## config.mk

```make
export PLATFORM = sky130hd
export DESIGN_NAME = pis_queue
export DESIGN_NICKNAME = d
export VERILOG_FILES = /design/src/sv/pis_pkg.sv /design/src/sv/pis_queue.sv
export SDC_FILE = /design/constraint.sdc
export NUM_CORES = 1
export LEC_CHECK = 0
export BUFFER_PORTS_ARGS = -buffer_cell sky130_fd_sc_hd__buf_2
export CAP_MARGIN = 5
export CORE_UTILIZATION = 50
export DETAILED_ROUTE_END_ITERATION = 8
export GPL_TIMING_DRIVEN = 0
export PLACE_DENSITY = 0.77
export SETUP_SLACK_MARGIN = 0.15
export SLEW_MARGIN = 20
export SYNTH_ARGS = -nofsm -noshare
export SYNTH_HDL_FRONTEND = slang
export SYNTH_SLANG_ARGS = --single-unit
```

## constraint.sdc

```tcl
create_clock -name clock -period 4 [get_ports clock]
set_input_delay 1.2 -clock clock [delete_from_list [all_inputs] [get_ports clock]]
set_output_delay 1.2 -clock clock [all_outputs]
set_load 0.02 [all_outputs]
```

## src/sv/pis_pkg.sv

```systemverilog
// Shared types, constants and register codes of the price indicator signal unit.
`timescale 1ns / 1ps
package pis_pkg;

   localparam int PRICE_W     = 32;
   localparam int WIN_DEPTH   = 32;
   localparam int ADDR_W      = $clog2(WIN_DEPTH);
   localparam int CNT_W       = 5;
   localparam int CNT_MAX     = 31;
   localparam int SUM_W       = 37;
   localparam int WEIGHT_W    = 12;
   localparam int LEVEL_W     = 7;
   localparam int STRENGTH_W  = 16;
   localparam int DECISION_W  = 2;
   localparam int DIVD_W      = PRICE_W + WEIGHT_W;
   localparam int PROD_W      = SUM_W + 1 + LEVEL_W;
   localparam int CSR_ADDR_W  = 3;
   localparam int CSR_DATA_W  = 16;
   localparam int QUEUE_DEPTH = 2;

   localparam int DEF_TREND_LENGTH = 20;
   localparam int DEF_RSI_LENGTH   = 14;
   localparam int DEF_MOMENTUM_LAG = 5;

   localparam logic [DECISION_W-1:0] DEC_HOLD = 2'd0;
   localparam logic [DECISION_W-1:0] DEC_BUY  = 2'd1;
   localparam logic [DECISION_W-1:0] DEC_SELL = 2'd2;

   localparam logic [CSR_ADDR_W-1:0] REG_TREND_WEIGHT     = 3'd0;
   localparam logic [CSR_ADDR_W-1:0] REG_RSI_WEIGHT       = 3'd1;
   localparam logic [CSR_ADDR_W-1:0] REG_MOMENTUM_GAIN    = 3'd2;
   localparam logic [CSR_ADDR_W-1:0] REG_OVERSOLD_LEVEL   = 3'd3;
   localparam logic [CSR_ADDR_W-1:0] REG_OVERBOUGHT_LEVEL = 3'd4;
   localparam logic [CSR_ADDR_W-1:0] REG_BUY_LEVEL        = 3'd5;
   localparam logic [CSR_ADDR_W-1:0] REG_SELL_LEVEL       = 3'd6;

   typedef struct packed {
      logic [WEIGHT_W-1:0]          trend_weight;
      logic [WEIGHT_W-1:0]          rsi_weight;
      logic [WEIGHT_W-1:0]          momentum_gain;
      logic [LEVEL_W-1:0]           oversold_level;
      logic [LEVEL_W-1:0]           overbought_level;
      logic signed [STRENGTH_W-1:0] buy_level;
      logic signed [STRENGTH_W-1:0] sell_level;
   } cfg_type;

   localparam cfg_type CFG_RESET = '{
      trend_weight:     12'd1229,
      rsi_weight:       12'd1638,
      momentum_gain:    12'd1229,
      oversold_level:   7'd30,
      overbought_level: 7'd70,
      buy_level:        16'sd2048,
      sell_level:       -16'sd2048
   };

   // One classified item handed from front to back
   typedef struct packed {
      logic                ready;
      logic                trend_up;
      logic                below;
      logic                above;
      logic                mom_en;
      logic                mom_neg;
      logic [DIVD_W-1:0]   dividend;
      logic [PRICE_W-1:0]  divisor;
   } task_type;

endpackage

```

## src/sv/pis_queue.sv

```systemverilog
// Short task queue between the front and back ends.
`timescale 1ns / 1ps
module pis_queue (
   input  logic              clock,
   input  logic              reset,
   input  logic              push_valid,
   input  pis_pkg::task_type push_data,
   output logic              push_full,
   output logic              pop_valid,
   output pis_pkg::task_type pop_data,
   input  logic              pop
);
   import pis_pkg::*;

   localparam int PTR_W = $clog2(QUEUE_DEPTH);
   localparam int FILL_W = $clog2(QUEUE_DEPTH + 1);

   task_type            slot_ff [QUEUE_DEPTH];
   logic [PTR_W-1:0]    wr_ptr_ff, rd_ptr_ff;
   logic [FILL_W-1:0]   fill_ff;
   logic                do_push, do_pop;

   assign push_full = fill_ff == FILL_W'(QUEUE_DEPTH);
   assign pop_valid = fill_ff != '0;
   assign pop_data  = slot_ff[rd_ptr_ff];
   assign do_push   = push_valid && !push_full;
   assign do_pop    = pop && pop_valid;

   always_ff @(posedge clock) begin
      if (reset) begin
         wr_ptr_ff <= '0;
         rd_ptr_ff <= '0;
         fill_ff   <= '0;
      end else begin
         if (do_push) begin
            wr_ptr_ff <= (wr_ptr_ff == PTR_W'(QUEUE_DEPTH - 1)) ? '0 : wr_ptr_ff + PTR_W'(1);
         end
         if (do_pop) begin
            rd_ptr_ff <= (rd_ptr_ff == PTR_W'(QUEUE_DEPTH - 1)) ? '0 : rd_ptr_ff + PTR_W'(1);
         end
         fill_ff <= fill_ff + FILL_W'(do_push) - FILL_W'(do_pop);
      end
   end

   always_ff @(posedge clock) begin
      if (do_push) begin
         slot_ff[wr_ptr_ff] <= push_data;
      end
   end
endmodule

```

==> impl_metrics.json, run 1 <==
{
  "status": "finished, final reports clean",
  "cp-start-kind": "flop",
  "max_freq_ghz": 0.350,
  "synth.most_common_cell": "edfxtp_1",
  "worstSkewPairLatency_ns": 0.42,
  "synth-edff-count": 164,
  "ctsHoldBuffers": 0,
  "start_util_pct": 51.5,
  "crit_slowest_cell": "mux2_2",
  "post-route-min-period_ns": 2.86,
  "ir_worst_vdd_v": 0.000546,
  "fin_skew_ns": 0.00578,
  "clkTransAtPathRegs_ns": 0.06,
  "dr.pass1.iters": 4,
  "switchingPower_mw": 1.60,
  "synthCells": 282,
  "critical_path_class": "flop to primary output",
  "placed_cell_area_um2": 7270,
  "design_area_um2": 7900,
  "vias_per_cell": 4.98,
  "power_switching_share_pct": 28.6,
  "yosysTopAreaCellShare_pct": 79.7,
  "worst_pin_slew_ns": 0.589,
  "vias": 3145,
  "drt_iter0_markers": 185,
  "yosys.area.top_type": "edfxtp_1",
  "cts_sinks": 169,
  "finish.utilization_pct": 65.8,
  "post-place-cells": 600,
  "seq_power_share_pct": 41.3,
  "die_y_um": 113,
  "clockPowerShare_pct": 30.9,
  "drive_gt1_share_pct": 61.0,
  "p_leak_nw": 3.00,
  "synth.distinct_cells": 22,
  "hold-path-cell-count": 2,
  "postCtsSetupBuffers": 0,
  "crit_required_ns": 2.80,
  "std_cell_rows": 40,
  "worstRegToRegCells": 5,
  "gr-total-overflow": 0,
  "ys.warnings.count": 0,
  "die-width_um": 113,
  "cts.path.max_buffers": 2,
  "ys_ff_latch": 169,
  "intPower_mw": 4.01,
  "drv_slew": 0,
  "synth_fp_nets": 370,
  "finalSetupTns_ns": 0,
  "worstPathArrival_ns": 1.66,
  "cp_max_fo": 10,
  "synth.avg_cell_area_um2": 21.9,
  "cts_made_buffers": 17,
  "drv_cap": 0,
  "final-setup-viol-count": 0,
  "io_buffers": 169,
  "grt_usage_pct": 16.8,
  "cts_resized": 0,
  "grt_max_degree": 46,
  "slowest_delay_ns": 0.35,
  "root_buffer": "clkbuf_16",
  "slew_headroom_pct": 60.7,
  "fin_crit_sh_pct": 71.5,
  "post_drt_wl_per_cell_um": 16.0,
  "dieArea_um2": 12800,
  "endpoint_kind": "primary output",
  "gp_congestion": 0.674,
  "drc_errors": 0,
  "fillers": 846,
  "rsz0062_at_grt": "false",
  "htree_levels": 4,
  "n_antenna_cell": 0,
  "nets": 560,
  "synth_area_leaders": "edfxtp_1, mux2_2, dfxtp_1",
  "seq_area_frac_synth_pct": 81.3,
  "ys_async_sr_fraction_pct": 0,
  "io_pins": 170,
  "synth_area_um2": 6180,
  "hold_violations": 0,
  "fin_ws_ns": 1.14,
  "grt_pass1_wl_um": 15700,
  "place_ws_ns": 1.13,
  "wirelength_um": 10100,
  "ant_nets": 0,
  "dp.final_hpwl_um": 6610,
  "cts_tree": "yes",
  "path_cells": "buf_4 -> buf_6 -> mux2_2 -> buf_2",
  "coreArea_um2": 12000,
  "antenna_found_initial": 0,
  "min_path_type": "flop to flop",
  "grt_pass1_vias": 3367,
  "powerDensity_nw_per_um2": 710,
  "pwr-share-comb_pct": 27.8,
  "final_cell_count_no_fill": 632,
  "area_growth_pct": 27.8,
  "yosys-top-cells-count": "edfxtp_1, mux2_2, buf_6",
  "synth_ff_type": "edfxtp_1"
}
## final timing paths
path         slack (ns)       endpoint        from
min                0.51      wr_ptr_ff   wr_ptr_ff
min reg2reg        0.51      wr_ptr_ff   wr_ptr_ff
max reg2reg        1.99  slot_ff[0][1]  fill_ff[0]
max                1.14   pop_data[15]        flop
## registers in the layout, summed over array words and instances (netlist names), named ones only
name,flops
slot_ff,164
fill_ff,2
wr_ptr_ff,1
rd_ptr_ff,1
## layout make-up
| type | instances | area, um2 | share of cell area (%) |
|---|---|---|---|
| Inverter | 4 | 17.5 | 0.222 |
| Timing Repair Buffer | 171 | 893 | 11.3 |
| Clock buffer | 19 | 433 | 5.48 |
| Multi-Input combinational cell | 100 | 1050 | 13.3 |
| Tap cell | 147 | 184 | 2.33 |
| Clock inverter | 13 | 201 | 2.55 |
| Sequential cell | 169 | 5020 | 63.6 |
| Buffer | 9 | 97.6 | 1.24 |
## power by group through the flow
stage / clock, mW / combinational (mW) / sequential (mW)
6_report: 1.74 / 1.56 / 2.32
4_1_cts: 1.76 / 1.59 / 2.32
5_1_grt: 1.83 / 1.67 / 2.34
3_5_place_dp: 0 / 1.58 / 2.35
2_1_floorplan: 0 / 1.09 / 2.35
3_3_place_gp: 0 / 1.53 / 2.36
## placed cells by master, fill, tap and decap left out, drive strengths merged
master    instances
a21oi             1
and2              1
and3              1
buf             180
bufinv            5
clkbuf           19
clkinv            6
clkinvlp          2
dfxtp             5
edfxtp          164
ha                2
inv               4
mux2             82
nand2             1
nand2b            1
nor2              3
nor2b             1
nor3              1
o21a              1
o21ai             1
or2               1
or3               1
xnor2             1
xor2              1
## kinds of logic after synthesis
family	share of synthesized area [%]
buffers and inverters	1.82
AOI/OAI and AO/OA	0.283
and+or+nand+nor	0.992
adders and majority gates	0.405
muxes	14.9
xor gates and xnor gates	0.283
DFF	81.3
## through the flow
stage          power [mW]  hold WS (ns)
6_report             5.61         0.514
5_1_grt              5.84         0.556
4_1_cts              5.67         0.512
3_5_place_dp         3.93         0.499
3_3_place_gp         3.89         0.466
2_1_floorplan        3.44         0.451
## layer usage
metal  up-vias  GRT usage, %  part of all wire, %
met5         -             0                    0
met4         0          9.91                  2.1
met3        18          6.05                  6.8
met2       112          28.0                   51
met1      1520          18.5                   40
li1       1495             -                    -
## worst max-delay path, delay by kind of cell (launching register included)
kind | cells | cell delay, ns
buf+inv | 3 | 0.57
flops | 1 | 0.31
mux | 1 | 0.35
Power figures use the tool's default switching activity.
==> inputs of run 2 (changes only) <==
--- a/config.mk
+++ b/config.mk
@@ -7,10 +7,10 @@
 export LEC_CHECK = 0
 export BUFFER_PORTS_ARGS = -buffer_cell sky130_fd_sc_hd__buf_2
 export CAP_MARGIN = 5
-export CORE_UTILIZATION = 50
+export CORE_UTILIZATION = 47
 export DETAILED_ROUTE_END_ITERATION = 8
 export GPL_TIMING_DRIVEN = 0
-export PLACE_DENSITY = 0.77
+export PLACE_DENSITY = 0.76
 export SETUP_SLACK_MARGIN = 0.15
 export SLEW_MARGIN = 20
 export SYNTH_ARGS = -nofsm -noshare
==> constraint.sdc (replaced) <==
create_clock -name clock -period 2.52 [get_ports clock]
set_input_delay 0.756 -clock clock [delete_from_list [all_inputs] [get_ports clock]]
set_output_delay 0.756 -clock clock [all_outputs]
set_load 0.02 [all_outputs]
==> impl_metrics.json, run 2 (synthesized netlist as in run 1, its figures left out) <==
{
  "hold_violations": 0,
  "fin_skew_ns": 0.00681,
  "nets": 563,
  "max_freq_ghz": 0.429,
  "vias": 3183,
  "post-place-cells": 626,
  "cts_tree": "yes",
  "drv_slew": 0,
  "drc_errors": 0,
  "antenna_found_initial": 0,
  "final-setup-viol-count": 0,
  "ant_nets": 0,
  "grt_usage_pct": 16.0,
  "critical_path_class": "flop to primary output",
  "cts.path.max_buffers": 2,
  "rsz0062_at_grt": "true",
  "ctsHoldBuffers": 0,
  "slew_headroom_pct": 48.6,
  "fin_crit_sh_pct": 92.6,
  "endpoint_kind": "primary output",
  "std_cell_rows": 41,
  "placed_cell_area_um2": 7340,
  "post-route-min-period_ns": 2.33,
  "root_buffer": "clkbuf_16",
  "area_growth_pct": 30.6,
  "powerDensity_nw_per_um2": 1120,
  "coreArea_um2": 12700,
  "worstPathArrival_ns": 1.58,
  "cp_max_fo": 10,
  "min_path_type": "flop to flop",
  "dieArea_um2": 13600,
  "place_ws_ns": -0.0263,
  "cts_sinks": 169,
  "vias_per_cell": 4.82,
  "io_buffers": 169,
  "dr.pass1.iters": 4,
  "wirelength_um": 10600,
  "clkTransAtPathRegs_ns": 0.06,
  "layout_common_cells": "edfxtp_1, buf_2, mux2_2",
  "gr-total-overflow": 0,
  "drt_iter0_markers": 94,
  "drive_gt1_share_pct": 61.3,
  "largest-register": "slot_ff",
  "worstSkewPairLatency_ns": 0.42,
  "worst_pin_slew_ns": 0.770,
  "grt_max_degree": 45,
  "drv_cap": 0,
  "finalSetupTns_ns": 0,
  "p_leak_nw": 3.04,
  "fillers": 923,
  "design_area_um2": 8070,
  "status": "finished, final reports clean",
  "grt_pass1_vias": 3169,
  "dp.final_hpwl_um": 7090,
  "post_drt_wl_per_cell_um": 16.1,
  "htree_levels": 4,
  "die-width_um": 117,
  "cp-start-kind": "flop",
  "fin_ws_ns": 0.186,
  "io_pins": 170,
  "n_antenna_cell": 0,
  "final_cell_count_no_fill": 660,
  "largestRegisters": "slot_ff: 164 flops, fill_ff: 2 flops",
  "gp_congestion": 0.666,
  "start_util_pct": 48.6,
  "die_y_um": 117,
  "ir_worst_vdd_v": 0.000828,
  "crit_required_ns": 1.76,
  "cts_made_buffers": 17,
  "final_common_cell": "edfxtp_1",
  "grt_pass1_wl_um": 15600,
  "largest_reg_flops": 164
}
-- run 2: cell types whose count changed in the layout (fill, tap and decap cells not counted), sizes merged --
cell      delta
buf          +2
clkbuf       +5
inv          -1
bufinv       -1
clkinvlp     +1
clkinv       -3
-- run 2: area by class of cell --
| class | instances | area (um2) | share of cell area [%] |
|---|---|---|---|
| plain buffers | 9 | 165 | 2.05 |
| clock buffers | 23 | 448 | 5.55 |
| clock inverters | 9 | 150 | 1.86 |
| inverters | 4 | 26.3 | 0.325 |
| multi-input cells | 100 | 1050 | 13.1 |
| flip-flops and latches | 169 | 5030 | 62.3 |
| well taps | 172 | 215 | 2.67 |
| repair buffers | 174 | 986 | 12.2 |
-- run 2: critical path: stages (launching register included) --
cell       delay (ns)
dfxtp_4          0.38
clkbuf_16        0.16
buf_12           0.13
mux2_2           0.34
buf_2            0.16
-- run 2: repair_timing --
action                                  4_1_cts  5_1_grt
setup buffers                                 1        0
endpoints found under the setup margin       80       80
gates resized for setup                       4       27
gates cloned                                  0        1
-- run 2: layer usage --
| layer | track usage (%) | vias to the layer above | share of wire, % |
|---|---|---|---|
| met5 | 0 | - | 0 |
| met4 | 8.27 | 0 | 1.5 |
| met3 | 5.81 | 13 | 7.4 |
| met1 | 18.2 | 1557 | 40 |
| li1 | - | 1502 | - |
| met2 | 26.7 | 111 | 51 |
-- run 2: final timing paths --
path         slack [ns]  cells after the start  startpoint              to
max                0.19                      4        flop    pop_data[50]
min reg2reg        0.49                      2   wr_ptr_ff       wr_ptr_ff
max reg2reg        0.44                      5  fill_ff[0]  slot_ff[0][72]
min                0.49                      2   wr_ptr_ff       wr_ptr_ff
-- run 2: metrics by stage --
stage                     util, %  power [mW]  hold slack [ns]
after floorplan                 -        5.46            0.456
after global placement       57.1        6.18            0.470
after detailed placement     57.7        6.28            0.484
after CTS                    62.6        8.94            0.495
after global routing         63.5        9.40            0.500
final                        63.5        9.01            0.495
-- run 2: report_power, final --
| group | total, mW | internal, mW | switching [mW] | leakage, nW |
|---|---|---|---|---|
| clock | 2.62 | 1.65 | 0.966 | 0.285 |
| sequential | 3.69 | 3.58 | 0.109 | 1.57 |
| combinational | 2.70 | 1.22 | 1.48 | 1.18 |
| total | 9.01 | 6.46 | 2.55 | 3.04 |
