<file path="config.mk">
export PLATFORM = sky130hd
export DESIGN_NAME = pis_front
export DESIGN_NICKNAME = d
export VERILOG_FILES = /design/src/sv/pis_pkg.sv /design/src/sv/pis_ram.sv /design/src/sv/pis_front.sv
export SDC_FILE = /design/constraint.sdc
export NUM_CORES = 2
export LEC_CHECK = 0
export ABC_CLOCK_PERIOD_IN_PS = 10600
export BUFFER_PORTS_ARGS = -buffer_cell sky130_fd_sc_hd__buf_2
export CAP_MARGIN = 20
export CORE_MARGIN = 3
export CORE_UTILIZATION = 26
export DETAILED_ROUTE_END_ITERATION = 8
export HOLD_SLACK_MARGIN = 0.1
export PLACE_DENSITY = 0.37
export SLEW_MARGIN = 20
export SYNTH_ARGS = -nofsm -noshare
export SYNTH_HDL_FRONTEND = slang
export SYNTH_SLANG_ARGS = --single-unit
</file>
<file path="constraint.sdc">
create_clock -name clock -period 10.6 [get_ports clock]
set_clock_uncertainty 0.05 [all_clocks]
set_input_delay 0 -clock clock [delete_from_list [all_inputs] [get_ports clock]]
set_output_delay 0 -clock clock [all_outputs]
set_load 0.1 [all_outputs]
</file>
<file path="src/sv/pis_pkg.sv">
// Shared types, constants and register codes of the price indicator signal unit.
`timescale 1ns / 1ps
package pis_pkg;

   localparam int PRICE_W     = 32;
   localparam int WIN_DEPTH   = 32;
   localparam int ADDR_W      = $clog2(WIN_DEPTH);
   localparam int CNT_W       = 5;
   localparam int CNT_MAX     = 31;
   localparam int SUM_W       = 37;
   localparam int WEIGHT_W    = 12;
   localparam int LEVEL_W     = 7;
   localparam int STRENGTH_W  = 16;
   localparam int DECISION_W  = 2;
   localparam int DIVD_W      = PRICE_W + WEIGHT_W;
   localparam int PROD_W      = SUM_W + 1 + LEVEL_W;
   localparam int CSR_ADDR_W  = 3;
   localparam int CSR_DATA_W  = 16;
   localparam int QUEUE_DEPTH = 2;

   localparam int DEF_TREND_LENGTH = 20;
   localparam int DEF_RSI_LENGTH   = 14;
   localparam int DEF_MOMENTUM_LAG = 5;

   localparam logic [DECISION_W-1:0] DEC_HOLD = 2'd0;
   localparam logic [DECISION_W-1:0] DEC_BUY  = 2'd1;
   localparam logic [DECISION_W-1:0] DEC_SELL = 2'd2;

   localparam logic [CSR_ADDR_W-1:0] REG_TREND_WEIGHT     = 3'd0;
   localparam logic [CSR_ADDR_W-1:0] REG_RSI_WEIGHT       = 3'd1;
   localparam logic [CSR_ADDR_W-1:0] REG_MOMENTUM_GAIN    = 3'd2;
   localparam logic [CSR_ADDR_W-1:0] REG_OVERSOLD_LEVEL   = 3'd3;
   localparam logic [CSR_ADDR_W-1:0] REG_OVERBOUGHT_LEVEL = 3'd4;
   localparam logic [CSR_ADDR_W-1:0] REG_BUY_LEVEL        = 3'd5;
   localparam logic [CSR_ADDR_W-1:0] REG_SELL_LEVEL       = 3'd6;

   typedef struct packed {
      logic [WEIGHT_W-1:0]          trend_weight;
      logic [WEIGHT_W-1:0]          rsi_weight;
      logic [WEIGHT_W-1:0]          momentum_gain;
      logic [LEVEL_W-1:0]           oversold_level;
      logic [LEVEL_W-1:0]           overbought_level;
      logic signed [STRENGTH_W-1:0] buy_level;
      logic signed [STRENGTH_W-1:0] sell_level;
   } cfg_type;

   localparam cfg_type CFG_RESET = '{
      trend_weight:     12'd1229,
      rsi_weight:       12'd1638,
      momentum_gain:    12'd1229,
      oversold_level:   7'd30,
      overbought_level: 7'd70,
      buy_level:        16'sd2048,
      sell_level:       -16'sd2048
   };

   // One classified item handed from front to back
   typedef struct packed {
      logic                ready;
      logic                trend_up;
      logic                below;
      logic                above;
      logic                mom_en;
      logic                mom_neg;
      logic [DIVD_W-1:0]   dividend;
      logic [PRICE_W-1:0]  divisor;
   } task_type;

endpackage

</file>
<file path="src/sv/pis_ram.sv">
// Generic single-write, single-read RAM with registered read data.
`timescale 1ns / 1ps
module pis_ram #(
   parameter int WIDTH = 32,
   parameter int DEPTH = 32
) (
   input  logic                     clock,
   input  logic                     wr_en,
   input  logic [$clog2(DEPTH)-1:0] wr_addr,
   input  logic [WIDTH-1:0]         wr_data,
   input  logic                     rd_en,
   input  logic [$clog2(DEPTH)-1:0] rd_addr,
   output logic [WIDTH-1:0]         rd_data
);
   logic [WIDTH-1:0] mem_ff [DEPTH];
   logic [WIDTH-1:0] rd_data_ff;

   always_ff @(posedge clock) begin
      if (wr_en) begin
         mem_ff[wr_addr] <= wr_data;
      end
      if (rd_en) begin
         rd_data_ff <= mem_ff[rd_addr];
      end
   end

   assign rd_data = rd_data_ff;
endmodule

</file>
<file path="src/sv/pis_front.sv">
// Front end: accepts prices, keeps the window and running sums, classifies each item.
`timescale 1ns / 1ps
module pis_front #(
   parameter int TREND_LENGTH = pis_pkg::DEF_TREND_LENGTH,
   parameter int RSI_LENGTH   = pis_pkg::DEF_RSI_LENGTH,
   parameter int MOMENTUM_LAG = pis_pkg::DEF_MOMENTUM_LAG
) (
   input  logic                    clock,
   input  logic                    reset,
   input  logic                    req_valid,
   output logic                    req_ready,
   input  logic [pis_pkg::PRICE_W-1:0] req_price,
   input  pis_pkg::cfg_type        cfg,
   output logic                    push_valid,
   output pis_pkg::task_type       push_data,
   input  logic                    push_full
);
   import pis_pkg::*;

   localparam logic [2:0] F_IDLE   = 3'd0;
   localparam logic [2:0] F_READ   = 3'd1;
   localparam logic [2:0] F_UPDATE = 3'd2;
   localparam logic [2:0] F_EVAL   = 3'd3;
   localparam logic [2:0] F_PUSH   = 3'd4;
   localparam int NUM_LAGS = 5;
   localparam logic [2:0] LAST_RD = 3'(NUM_LAGS);

   logic [2:0]         state_ff, state_in;
   logic [2:0]         rd_idx_ff, rd_idx_in;
   logic [PRICE_W-1:0] price_ff, price_in;
   logic [ADDR_W-1:0]  pos_ff, pos_in;
   logic [CNT_W-1:0]   count_ff, count_in;
   logic [CNT_W-1:0]   before_ff, before_in;
   logic [SUM_W-1:0]   trend_ff, trend_in;
   logic [SUM_W-1:0]   gain_ff, gain_in;
   logic [SUM_W-1:0]   loss_ff, loss_in;
   logic [PRICE_W-1:0] lag_ff [NUM_LAGS];
   task_type           task_ff, task_in;
   logic [PROD_W-1:0]  prod_g_ff, prod_g_in;
   logic [PROD_W-1:0]  prod_o_ff, prod_o_in;
   logic [PROD_W-1:0]  prod_b_ff, prod_b_in;
   logic               l_zero_ff, l_zero_in;

   logic               ram_we, ram_re;
   logic [ADDR_W-1:0]  ram_raddr;
   logic [PRICE_W-1:0] ram_rdata;
   logic [ADDR_W-1:0]  lag_dist;

   // change terms for the RSI sums
   logic               add_en, drop_en, add_up, drop_up;
   logic [PRICE_W-1:0] add_mag, drop_mag;
   logic [SUM_W-1:0]   gain_add, gain_sub, loss_add, loss_sub;
   logic [SUM_W:0]     gl_sum;
   logic [PRICE_W-1:0] mom_diff;

   pis_ram #(.WIDTH(PRICE_W), .DEPTH(WIN_DEPTH)) u_window (
      .clock  (clock),
      .wr_en  (ram_we),
      .wr_addr(pos_ff),
      .wr_data(price_ff),
      .rd_en  (ram_re),
      .rd_addr(ram_raddr),
      .rd_data(ram_rdata)
   );

   always_comb begin
      case (rd_idx_ff)
         3'd0:    lag_dist = ADDR_W'(TREND_LENGTH);
         3'd1:    lag_dist = ADDR_W'(1);
         3'd2:    lag_dist = ADDR_W'(RSI_LENGTH);
         3'd3:    lag_dist = ADDR_W'(RSI_LENGTH + 1);
         3'd4:    lag_dist = ADDR_W'(MOMENTUM_LAG);
         default: lag_dist = '0;
      endcase
   end

   assign ram_raddr = pos_ff - lag_dist;
   assign ram_re    = (state_ff == F_READ) && (rd_idx_ff < LAST_RD);
   assign ram_we    = (state_ff == F_UPDATE);
   assign req_ready = (state_ff == F_IDLE);

   assign add_en   = before_ff >= CNT_W'(1);
   assign drop_en  = before_ff >= CNT_W'(RSI_LENGTH + 1);
   assign add_up   = price_ff > lag_ff[1];
   assign add_mag  = add_up ? price_ff - lag_ff[1] : lag_ff[1] - price_ff;
   assign drop_up  = lag_ff[2] > lag_ff[3];
   assign drop_mag = drop_up ? lag_ff[2] - lag_ff[3] : lag_ff[3] - lag_ff[2];
   assign gain_add = (add_en && add_up) ? SUM_W'(add_mag) : '0;
   assign loss_add = (add_en && !add_up) ? SUM_W'(add_mag) : '0;
   assign gain_sub = (drop_en && drop_up) ? SUM_W'(drop_mag) : '0;
   assign loss_sub = (drop_en && !drop_up) ? SUM_W'(drop_mag) : '0;
   assign gl_sum   = {1'b0, gain_ff} + {1'b0, loss_ff};
   assign mom_diff = (price_ff < lag_ff[4]) ? lag_ff[4] - price_ff : price_ff - lag_ff[4];

   always_comb begin
      state_in  = state_ff;
      rd_idx_in = rd_idx_ff;
      price_in  = price_ff;
      pos_in    = pos_ff;
      count_in  = count_ff;
      before_in = before_ff;
      trend_in  = trend_ff;
      gain_in   = gain_ff;
      loss_in   = loss_ff;
      task_in   = task_ff;
      prod_g_in = prod_g_ff;
      prod_o_in = prod_o_ff;
      prod_b_in = prod_b_ff;
      l_zero_in = l_zero_ff;
      push_valid = 1'b0;
      push_data  = task_ff;
      case (state_ff)
         F_IDLE: begin
            if (req_valid) begin
               price_in  = req_price;
               before_in = count_ff;
               rd_idx_in = '0;
               state_in  = F_READ;
            end
         end
         F_READ: begin
            rd_idx_in = rd_idx_ff + 3'd1;
            if (rd_idx_ff == LAST_RD) begin
               state_in = F_UPDATE;
            end
         end
         F_UPDATE: begin
            trend_in = trend_ff + SUM_W'(price_ff)
                     - ((before_ff >= CNT_W'(TREND_LENGTH)) ? SUM_W'(lag_ff[0]) : '0);
            gain_in  = gain_ff + gain_add - gain_sub;
            loss_in  = loss_ff + loss_add - loss_sub;
            count_in = (before_ff < CNT_W'(CNT_MAX)) ? before_ff + CNT_W'(1) : CNT_W'(CNT_MAX);
            pos_in   = pos_ff + ADDR_W'(1);
            state_in = F_EVAL;
         end
         F_EVAL: begin
            task_in.ready    = count_ff >= CNT_W'(TREND_LENGTH);
            task_in.trend_up = (SUM_W'(price_ff) * SUM_W'(TREND_LENGTH)) > trend_ff;
            task_in.below    = 1'b0;
            task_in.above    = 1'b0;
            task_in.mom_en   = (count_ff > CNT_W'(MOMENTUM_LAG)) && (lag_ff[4] != '0);
            task_in.mom_neg  = price_ff < lag_ff[4];
            task_in.dividend = DIVD_W'(mom_diff) * DIVD_W'(cfg.momentum_gain);
            task_in.divisor  = lag_ff[4];
            prod_g_in = PROD_W'(gain_ff) * PROD_W'(100);
            prod_o_in = PROD_W'(gl_sum) * PROD_W'(cfg.oversold_level);
            prod_b_in = PROD_W'(gl_sum) * PROD_W'(cfg.overbought_level);
            l_zero_in = loss_ff == '0;
            state_in  = F_PUSH;
         end
         F_PUSH: begin
            // RSI is 100 when there are no losses
            if (l_zero_ff) begin
               push_data.below = LEVEL_W'(100) < cfg.oversold_level;
               push_data.above = LEVEL_W'(100) > cfg.overbought_level;
            end else begin
               push_data.below = prod_g_ff < prod_o_ff;
               push_data.above = prod_g_ff > prod_b_ff;
            end
            if (!push_full) begin
               push_valid = 1'b1;
               state_in   = F_IDLE;
            end
         end
         default: state_in = F_IDLE;
      endcase
   end

   always_ff @(posedge clock) begin
      if (reset) begin
         state_ff <= F_IDLE;
         pos_ff   <= '0;
         count_ff <= '0;
         trend_ff <= '0;
         gain_ff  <= '0;
         loss_ff  <= '0;
      end else begin
         state_ff <= state_in;
         pos_ff   <= pos_in;
         count_ff <= count_in;
         trend_ff <= trend_in;
         gain_ff  <= gain_in;
         loss_ff  <= loss_in;
      end
   end

   always_ff @(posedge clock) begin
      rd_idx_ff <= rd_idx_in;
      price_ff  <= price_in;
      before_ff <= before_in;
      task_ff   <= task_in;
      prod_g_ff <= prod_g_in;
      prod_o_ff <= prod_o_in;
      prod_b_ff <= prod_b_in;
      l_zero_ff <= l_zero_in;
      if (state_ff == F_READ && rd_idx_ff != '0) begin
         lag_ff[rd_idx_ff - 3'd1] <= ram_rdata;
      end
   end
endmodule

</file>
==> results.cfg <==
[synth]
netlist_area_mm2 = 0.116
synthCells = 10640
synthTopCellsByCount = 1475 x nand2_1, 1469 x edfxtp_1, 1388 x inv_1
synth_compound_area_frac = 0.104
yosys.area_share.simple = 0.116
async_flop_share = 0
ys_top_cells_by_area = edfxtp_1 38%, fa_1 14%, ha_1 9.3%, mux4_2 5.0%, nand2_1 4.8%
synth.avg_cell_area_um2 = 10.9
synth_top_family_by_area = adder cells
synth_edf_count = 1469
ys_ff_latch = 1593
synth_xor_area_frac = 0.0334
yosysTopAreaCell = edfxtp_1
syn-num-nets = 12410
yosysMostFrequentCell = nand2_1
synthFlopType = edfxtp_1
synthMuxAreaShare = 0.0515
synthAdderAreaFrac = 0.230
seq_area_frac_synth = 0.403
yosys_warnings = 0
synth_top_area_frac = 0.382
yosysUniqueCellTypes = 96

[sta]
worst_slew_pin_slew_ps = 1050
hold_viol = 0
rsz0062_at_grt = false
slew_violations = 0
fmaxAchievable_mhz = 99.1
fin_ws_ps = 514
layout_min_cycle_time_ps = 10090
period_share = 0.952
setup_viol = 0
slew_headroom = 0.299
fin_tns_setup_ps = 0
hold_slack_ps = 135

[power]
p_per_area_mw_per_mm2 = 260
pwr-share-clk = 0.193
p_int_w = 0.0191
leakagePower_nw = 54.3
total_power_w = 0.0340
p_sw_w = 0.0148
switching_share = 0.437
peakVddDrop_mv = 0.751
p_comb_frac = 0.570
pwr-share-seq = 0.237

[drt]
firstDrtPassIters = 6
antenna_left = 0
drt_iter0_drc = 4975
vias = 80707
wire_per_inst_um = 24.1
wl_um = 407000
avgViaCountPerCell = 4.79
drc = 0

[finish]
regArea_mm2 = 0.0466
drive_gt1_frac = 0.0918
fill_cells = 45845
multi_input_area_mm2 = 0.0623
final_nets = 12551
area_growth_pct = 13.0

[placed_design]
port_buffers = 145
dpl.hpwl_um = 298000
post-place-ws_ps = 701
gp_congestion = 0.876

[clock_tree]
clkLatencyLatePin_ps = 890
cts_resized = 0
cts_max_path_buffers = 4
cts_tree = built
post_cts.repair.setup_buffers = 0
cts.clk_slew.worst_paths_ps = 60
htreeDepth = 4
cts.sink_count = 1593
cts_buffers = 192
cts_root_buf = clkbuf_16

[setup_path]
critical_path.max_fanout = 28
crit_slowest_cell = edfxtp_1
worstSetupPathType = flip-flop to flip-flop
end_kind = flip-flop
max_stage_delay_ps = 620
cp-start-kind = flip-flop
crit_arrival_ps = 10600
r2r_cells = 33
worstPathRequired_ps = 11110
cp_common_cell = fa_1

[run_status]
status = finished clean

[worst_hold_path]
hold_class = primary input to flip-flop
holdPathStages = 2

[floorplan]
rows = 244
start_util = 0.261
fp.dieW_um = 673
io_pins = 202
dieArea_mm2 = 0.453
core_area_mm2 = 0.442
die_y_um = 673

[flow_run]
cap_violations = 0

[global_routing]
grt_max_degree = 96
grtUsageTotal = 0.178
grt_pass1_vias = 85847
antenna_found_initial = 24
grt_overflow_total = 0
grt_pass1_wl_um = 597000
registers in the layout (all words and copies together), names as in the netlist, 5 cells and up:
| signal | flops |
|---|---|
| u_window.mem_ff | 1024 |
| lag_ff | 160 |
| push_data | 80 |
| prod_b_ff | 45 |
| prod_o_ff | 45 |
| prod_g_ff | 42 |
| gain_ff | 37 |
| loss_ff | 37 |
| trend_ff | 37 |
| price_ff | 32 |
| u_window.rd_data | 32 |
| before_ff | 5 |
| count_ff | 5 |
| pos_ff | 5 |
through the flow:
stage	utilization	cell area (um^2)	instances
finish	0.295	131000	16848
global route	0.295	131000	16842
CTS	0.295	131000	16841
detailed placement	0.280	124000	16416
global placement	0.280	124000	16415
floorplan	-	116000	10640
cell type report:
class	instances	share of cell area
antenna	7	0.000134
tap	5904	0.0565
inverter	1389	0.0399
sequential	1593	0.357
clock buffer	245	0.0394
timing repair buffer	427	0.0234
multi-input combinational	7178	0.477
clock inverter	105	0.00734
per-layer routing:
| metal | up-vias | wire length [um] | global-route usage |
|---|---|---|---|
| li1 | 37027 | - | - |
| met1 | 41699 | 181000 | 0.234 |
| met2 | 1517 | 201000 | 0.312 |
| met3 | 462 | 12300 | 0.0149 |
| met4 | 2 | 12200 | 0.0493 |
| met5 | - | 13 | 0 |
logic make-up (layout without fill, tap and decap cells):
logic type / Yosys count / count (layout)
AND/OR/NAND/NOR: 2939 / 2939
AO/OA/AOI/OAI: 1872 / 1872
buffers and inverters: 1869 / 2166
adder cells (fa/ha/maj): 1652 / 1652
flip-flops: 1593 / 1593
XOR/XNOR: 441 / 441
multiplexers: 274 / 274
other: 0 / 7
power by group through the flow:
stage / combinational (W) / clock [W] / sequential, W
2_1_floorplan: 0.0140 / 0 / 0.00809
3_3_place_gp: 0.0198 / 0 / 0.00817
3_5_place_dp: 0.0196 / 0 / 0.00817
4_1_cts: 0.0197 / 0.00680 / 0.00804
5_1_grt: 0.0220 / 0.00703 / 0.00803
6_report: 0.0194 / 0.00657 / 0.00804
critical path, delay by kind of cell (launching register included):
| family | cells | cell delay [ps] |
|---|---|---|
| flops | 1 | 620 |
| mux | 1 | 390 |
| simple gates | 7 | 1660 |
| buf+inv | 6 | 920 |
| fa+ha+maj | 8 | 3550 |
| xor+xnor | 2 | 290 |
| compound gates | 9 | 2260 |
path summary, 6_finish.rpt:
path	start	end	slack [ps]
max	lag_ff[4][0]$_DFFE_PP_	push_data[75]$_DFFE_PP_	510
min	req_price[0]	price_ff[0]$_DFFE_PP_	140
max reg2reg	lag_ff[4][0]$_DFFE_PP_	push_data[75]$_DFFE_PP_	510
min reg2reg	count_ff[0]$_SDFFE_PP0P_	before_ff[0]$_DFFE_PP_	400
layout by cell type (no fill, tap or decap), types with 24 or more instances in the layout:
| master | n |
|---|---|
| fa_1 | 794 |
| a21o_1 | 396 |
| clkinv_1 | 39 |
| a31oi_1 | 66 |
| nand2_1 | 1474 |
| buf_4 | 205 |
| xor2_1 | 155 |
| buf_2 | 145 |
| nor3_1 | 80 |
| and2_1 | 250 |
| and3_1 | 59 |
| nor2_1 | 359 |
| nor2b_1 | 83 |
| o31ai_1 | 29 |
| clkbuf_16 | 196 |
| dfxtp_1 | 124 |
| a21oi_1 | 573 |
| clkinv_2 | 32 |
| o211ai_1 | 24 |
| xnor2_1 | 279 |
| edfxtp_1 | 1469 |
| nor2_4 | 31 |
| mux4_2 | 256 |
| nand3_1 | 278 |
| a211oi_1 | 60 |
| dlygate4sd3_1 | 75 |
| nor4_1 | 38 |
| o21ai_0 | 338 |
| inv_1 | 1387 |
| o21bai_1 | 92 |
| ha_1 | 856 |
| clkbuf_1 | 43 |
| nand4_1 | 103 |
| o21a_1 | 65 |
| nand2b_1 | 55 |
timing repair:
action                                  CTS  global route
endpoints found under the setup margin    0             0
hold buffers                             75             0
endpoints found under the hold margin   194             0
(Power assumes the default switching activity.)
